`config.mk`:
```
export PLATFORM = sky130hd
export DESIGN_NAME = dtt_ctrl
export DESIGN_NICKNAME = d
export VERILOG_FILES = /design/src/sv/dtt_pkg.sv /design/src/sv/dtt_ctrl.sv
export SDC_FILE = /design/constraint.sdc
export NUM_CORES = 1
export LEC_CHECK = 0
export ABC_AREA = 1
export BUFFER_PORTS_ARGS = -buffer_cell sky130_fd_sc_hd__buf_2
export CORE_UTILIZATION = 45
export CTS_BUF_LIST = sky130_fd_sc_hd__clkbuf_8
export DETAILED_ROUTE_END_ITERATION = 12
export GPL_TIMING_DRIVEN = 0
export PLACE_DENSITY = 0.73
export SLEW_MARGIN = 25
export SYNTH_ARGS = -nofsm -noshare
export SYNTH_HDL_FRONTEND = slang
export SYNTH_SLANG_ARGS = --single-unit
export TNS_END_PERCENT = 30
```
`constraint.sdc`:
```
create_clock -name i_clk -period 1.55 [get_ports i_clk]
set_input_delay 0.0775 -clock i_clk [delete_from_list [all_inputs] [get_ports i_clk]]
set_output_delay 0.0775 -clock i_clk [all_outputs]
set_load 0.02 [all_outputs]
```
`src/sv/dtt_pkg.sv`:
```
`timescale 1ns / 1ps
// Shared package of the detection tracking table.
// Holds codes, register indices, reset values and the controller/datapath interface types.
package dtt_pkg;

    localparam int DEF_TABLE_DEPTH = 128;
    localparam int DEF_COORD_BITS  = 12;

    localparam int CFG_W     = 24;
    localparam int CFG_IDX_W = 3;
    localparam int FRAME_W   = 10;
    localparam int KIND_W    = 4;

    localparam logic [FRAME_W-1:0] FRAME_MAX = 10'd1023;

    localparam logic [KIND_W-1:0] KIND_GOLD_LO = 4'd4;
    localparam logic [KIND_W-1:0] KIND_GOLD_HI = 4'd6;
    localparam logic [KIND_W-1:0] KIND_LARGE   = 4'd7;

    // Configuration register indices.
    localparam logic [CFG_IDX_W-1:0] REG_MATCH_SMALL = 3'd0;
    localparam logic [CFG_IDX_W-1:0] REG_MATCH_LARGE = 3'd1;
    localparam logic [CFG_IDX_W-1:0] REG_MEM_SMALL   = 3'd2;
    localparam logic [CFG_IDX_W-1:0] REG_MEM_LARGE   = 3'd3;
    localparam logic [CFG_IDX_W-1:0] REG_REPLACE     = 3'd4;
    localparam logic [CFG_IDX_W-1:0] REG_QUERY       = 3'd5;
    localparam logic [CFG_IDX_W-1:0] REG_CORRECT     = 3'd6;
    localparam logic [CFG_IDX_W-1:0] REG_WRAP        = 3'd7;

    // Reset values: 50*50, 75*75, 60, 120, 85*85, 50*50, 80*80, 1000.
    localparam logic [CFG_W-1:0]   RST_MATCH_SMALL = 24'd2500;
    localparam logic [CFG_W-1:0]   RST_MATCH_LARGE = 24'd5625;
    localparam logic [FRAME_W-1:0] RST_MEM_SMALL   = 10'd60;
    localparam logic [FRAME_W-1:0] RST_MEM_LARGE   = 10'd120;
    localparam logic [CFG_W-1:0]   RST_REPLACE     = 24'd7225;
    localparam logic [CFG_W-1:0]   RST_QUERY       = 24'd2500;
    localparam logic [CFG_W-1:0]   RST_CORRECT     = 24'd6400;
    localparam logic [FRAME_W-1:0] RST_WRAP        = 10'd1000;

    typedef enum logic [2:0] {
        ACT_TICK    = 3'd0,
        ACT_FRESET  = 3'd1,
        ACT_TRACK   = 3'd2,
        ACT_QUERY   = 3'd3,
        ACT_CORRECT = 3'd4
    } t_action;

    typedef enum logic [1:0] {
        MODE_EVICT   = 2'd0,
        MODE_MATCH   = 2'd1,
        MODE_QUERY   = 2'd2,
        MODE_CORRECT = 2'd3
    } t_scan_mode;

    typedef enum logic [3:0] {
        S_IDLE,
        S_EVICT,
        S_PREP,
        S_MATCH,
        S_WRITE,
        S_QUERY,
        S_CORRECT,
        S_DONE
    } t_state;

    typedef struct packed {
        logic       load;
        logic       start;
        t_scan_mode mode;
        logic       issue;
        logic       clr;
        logic       write_back;
        logic       capture;
    } t_ctl_cmd;

    typedef struct packed {
        logic hit;
        logic empty;
    } t_dp_stat;

    function automatic logic is_gold(input logic [KIND_W-1:0] k);
        return (k >= KIND_GOLD_LO) && (k <= KIND_GOLD_HI);
    endfunction

endpackage

```
`src/sv/dtt_ctrl.sv`:
```
`timescale 1ns / 1ps
// Controller of the detection tracking table: sequences scans, write-back and the result.
// Depends on dtt_pkg; commands dtt_datapath.
module dtt_ctrl #(
    parameter int TABLE_DEPTH = dtt_pkg::DEF_TABLE_DEPTH,
    parameter int AW          = (TABLE_DEPTH > 1) ? $clog2(TABLE_DEPTH) : 1
) (
    input  logic              i_clk,
    input  logic              i_rst_n,
    input  logic              i_valid,
    output logic              o_ready,
    output logic              o_valid,
    input  logic              i_ready,
    input  logic [2:0]        i_action,
    input  logic [3:0]        i_coin_kind,
    input  dtt_pkg::t_dp_stat i_stat,
    output dtt_pkg::t_ctl_cmd o_cmd,
    output logic [AW-1:0]     o_rd_addr
);

    localparam int CNT_W = $clog2(TABLE_DEPTH + 1);

    dtt_pkg::t_state r_state, n_state;
    logic [CNT_W-1:0] r_addr, n_addr;
    logic             r_out_vld, n_out_vld;
    logic             scanning, all_issued, scan_done;

    always_ff @(posedge i_clk) begin
        if (!i_rst_n) begin
            r_state   <= dtt_pkg::S_IDLE;
            r_addr    <= '0;
            r_out_vld <= 1'b0;
        end else begin
            r_state   <= n_state;
            r_addr    <= n_addr;
            r_out_vld <= n_out_vld;
        end
    end

    assign scanning   = (r_state == dtt_pkg::S_EVICT) || (r_state == dtt_pkg::S_MATCH) ||
                        (r_state == dtt_pkg::S_QUERY) || (r_state == dtt_pkg::S_CORRECT);
    assign all_issued = r_addr == CNT_W'(TABLE_DEPTH);
    assign scan_done  = (all_issued || i_stat.hit) && i_stat.empty;
    assign o_rd_addr  = r_addr[AW-1:0];
    assign o_valid    = r_out_vld;

    always_comb begin
        n_state   = r_state;
        n_addr    = r_addr;
        n_out_vld = r_out_vld && !i_ready;
        o_ready   = 1'b0;
        o_cmd     = '0;
        o_cmd.mode = dtt_pkg::MODE_MATCH;
        unique case (r_state)
            dtt_pkg::S_EVICT:   o_cmd.mode = dtt_pkg::MODE_EVICT;
            dtt_pkg::S_QUERY:   o_cmd.mode = dtt_pkg::MODE_QUERY;
            dtt_pkg::S_CORRECT: o_cmd.mode = dtt_pkg::MODE_CORRECT;
            default: ;
        endcase
        if (scanning && !all_issued && !i_stat.hit) begin
            o_cmd.issue = 1'b1;
            n_addr      = r_addr + CNT_W'(1);
        end
        unique case (r_state)
            dtt_pkg::S_IDLE: begin
                o_ready = 1'b1;
                if (i_valid) begin
                    o_cmd.load  = 1'b1;
                    o_cmd.start = 1'b1;
                    n_addr      = '0;
                    unique case (i_action)
                        dtt_pkg::ACT_TRACK:
                            n_state = (i_coin_kind >= dtt_pkg::KIND_LARGE) ?
                                      dtt_pkg::S_EVICT : dtt_pkg::S_MATCH;
                        dtt_pkg::ACT_QUERY:   n_state = dtt_pkg::S_QUERY;
                        dtt_pkg::ACT_CORRECT: n_state = dtt_pkg::S_CORRECT;
                        default:              n_state = dtt_pkg::S_DONE;
                    endcase
                end
            end
            dtt_pkg::S_EVICT: begin
                if (scan_done) begin
                    o_cmd.clr = 1'b1;
                    n_state   = dtt_pkg::S_PREP;
                end
            end
            dtt_pkg::S_PREP: begin
                o_cmd.start = 1'b1;
                n_addr      = '0;
                n_state     = dtt_pkg::S_MATCH;
            end
            dtt_pkg::S_MATCH: begin
                if (scan_done) begin
                    n_state = dtt_pkg::S_WRITE;
                end
            end
            dtt_pkg::S_WRITE: begin
                o_cmd.write_back = 1'b1;
                n_state          = dtt_pkg::S_DONE;
            end
            dtt_pkg::S_QUERY: begin
                if (scan_done) begin
                    n_state = dtt_pkg::S_DONE;
                end
            end
            dtt_pkg::S_CORRECT: begin
                if (scan_done) begin
                    o_cmd.clr = 1'b1;
                    n_state   = dtt_pkg::S_DONE;
                end
            end
            dtt_pkg::S_DONE: begin
                if (!r_out_vld || i_ready) begin
                    o_cmd.capture = 1'b1;
                    n_out_vld     = 1'b1;
                    n_state       = dtt_pkg::S_IDLE;
                end
            end
            default: n_state = dtt_pkg::S_IDLE;
        endcase
    end

endmodule

```
==> results.yml <==
drt:
  antenna_left: 0
  drc_errors: 0
  dr.first_iter.drc_count: 9
  wl_per_cell_um: 10.2
  dr.pass1.iters: 4
  wirelength_um: 2100
  viasPerCell: 4.77
  vias: 983
sta:
  slew_viol_final: 0
  setup_tns_ns: 0
  min_period_over_period_pct: 95.1
  rsz0062_at_grt: "yes"
  hold_slack_ns: 0.0882
  final_hold_viol_count: 0
  slew_headroom_pct: 74.7
  finClkSkew_ns: 0.000691
  tightestPinTransition_ns: 0.376
  period_minus_slack_ns: 1.47
  setup_viol: 0
  fmax_mhz: 679
critical_path:
  crit_type: "flip-flop to output pin"
  r2r-start: "r_addr[1]$_SDFF_PN0_"
  end_kind: "output pin"
  worstPathArrival_ns: 1.40
  cp.required_ns: 1.47
  path_max_fanout: 2
  r2r_end: "r_addr[7]$_SDFF_PN0_"
  start_kind: "flip-flop"
  r2r_slack_ns: 0.10
  rr_worst_depth: 13
clocking:
  cts.sinks: 12
  htreeDepth: 1
  clkLatencyLatePin_ns: 0.24
  cts_hold_buf: 0
  clk_pin_slew_ns: 0.06
  clock-root-buffer: "clkbuf_8"
  cts_buffers: 3
  clockBufferDepth: 2
  cts_tree: "done"
finish:
  diodes: 0
  syn_to_final_growth_pct: 42.4
  drive_above_1_share_pct: 38.7
  fin_util_pct: 69.3
  fill_cells: 181
  layout.nets: 197
global_route:
  grt_pass1_vias: 828
  grt_max_degree: 10
  grt_overflow: 0
  grt_first_pass_wirelength_um: 3250
  grt_usage_pct: 21.5
  grt_antenna_before_repair: 0
power_and_ir_drop:
  vdd_ir_drop_max_mv: 1.01
  power.total_w: 0.00186
  power.density_mw_per_mm2: 1520
  leakage_nw: 0.647
yosys:
  synth.avg_cell_area_um2: 6.09
  synth_warnings: 0
  syn_inst: 141
  ys_seq_area_share_pct: 28.0
  synth_cell_types: 20
  ys_ff_latch: 12
  syn_area_um2: 858
  synth_nets: 156
floorplanning:
  num_io_pins: 30
  dieArea_mm2: 0.00209
  fp.coreArea_mm2: 0.00176
  die_w_um: 45.7
  start_util_pct: 48.7
  fp-row-count: 15
  die_y_um: 45.7
hold_path:
  hold_path.startpoint: "i_rst_n"
  hold_depth: 3
  hold_path_end: "r_state[1]$_SDFFE_PN0P_"
  min_path_type: "input pin to flip-flop"
placed_design:
  dp_hpwl_um: 1540
  place.gp.congestion: 0.799
  io_buffers: 29
run_status:
  status: "finished clean"
job:
  drv_cap: 0
==> routing by layer <==
metal	global-route usage, %	up-vias	part of all wire (%)
met5	0	-	0
met4	7.27	0	0.71
li1	-	517	-
met2	38.3	18	57
met1	25.0	444	40
met3	4.76	4	2.3
==> cells by family after synthesis <==
family | Yosys count | synth area share (%)
buffers and inverters | 36 | 20.1
flip-flops | 12 | 28.0
AO/OA/AOI/OAI | 17 | 10.2
adder cells (fa/ha/maj) | 2 | 2.91
AND/OR/NAND/NOR | 74 | 38.8
==> critical path, cell delays in order, from the launching register on <==
cell and delay (ns):
dfxtp_2 0.32, inv_2 0.08, ha_4 0.12, inv_1 0.03, nor2_1 0.07, nand2_1 0.09, nand2_2 0.12, nand2_2 0.07
a21oi_2 0.10, buf_4 0.15
==> report_power, final <==
group          internal [W]  leakage, nW  switching [W]
logic              0.000461        0.519       0.000624
clock network      0.000224       0.0288       0.000119
registers          0.000366       0.0993      0.0000658
total               0.00105        0.647       0.000810
==> registers in the layout, indices dropped and copies added, names as in the netlist <==
register	cells
r_state	3
o_valid	1
r_addr	8
==> final cells by class <==
type                    instances  area [µm²]  share of cell area [%]
plain buffers                   9        71.3                    5.83
clock buffers                   4        55.1                    4.50
inverters                      27         101                    8.29
multi-input cells              93         482                    39.4
flip-flops and latches         12         245                    20.1
well taps                      25        31.3                    2.56
repair buffers                 36         236                    19.3
==> metrics by stage <==
stage / worst slack [ns] / std cells / cell area [µm²]
after detailed placement: 0.0332 / 195 / 1030
after global routing: -0.0188 / 206 / 1220
final: 0.0763 / 206 / 1220
after floorplan: 0.0868 / 141 / 858
after CTS: 0.0152 / 204 / 1140
after global placement: 0.0973 / 195 / 1030
==> cells in the mapped netlist, drive strengths merged <==
cell type / n / area share [%]
nand4: 2 / 1.5
o21ai: 4 / 2.3
nand3b: 1 / 0.87
inv: 26 / 11
a22oi: 1 / 0.87
nand2: 25 / 11
nor3: 3 / 1.7
a21oi: 12 / 7.0
buf: 9 / 8.3
dfxtp: 12 / 28
clkinv: 1 / 0.44
ha: 2 / 2.9
nor2: 24 / 11
nand3: 18 / 12
or2: 1 / 0.73
==> layout by cell type (no fill, tap or decap), drive strengths merged <==
cell type	count
nand3b	1
nor3	3
inv	27
clkbuf	5
ha	2
nand4	2
o21ai	4
a21oi	12
buf	44
dfxtp	12
nand2	25
nand3	18
or2	1
a22oi	1
nor2	24
==> worst max-delay path by stage <==
stage	to	startpoint
6_report	o_cmd[2]	r_addr[1]$_SDFF_PN0_
5_1_grt	o_cmd[2]	r_addr[1]$_SDFF_PN0_
4_1_cts	o_cmd[2]	r_addr[0]$_SDFF_PN0_
3_5_place_dp	r_addr[7]$_SDFF_PN0_	r_addr[0]$_SDFF_PN0_
3_3_place_gp	r_addr[7]$_SDFF_PN0_	r_addr[0]$_SDFF_PN0_
2_1_floorplan	r_state[0]$_SDFFE_PN0P_	r_state[0]$_SDFFE_PN0P_
==> what timing repair did <==
item	CTS	global route
resized for setup	3	16
pin swaps	1	7
buffers inserted	5	1
setup endpoints to repair	2	11
cloned	0	1
Note: power is estimated with default switching activity, not from simulation.
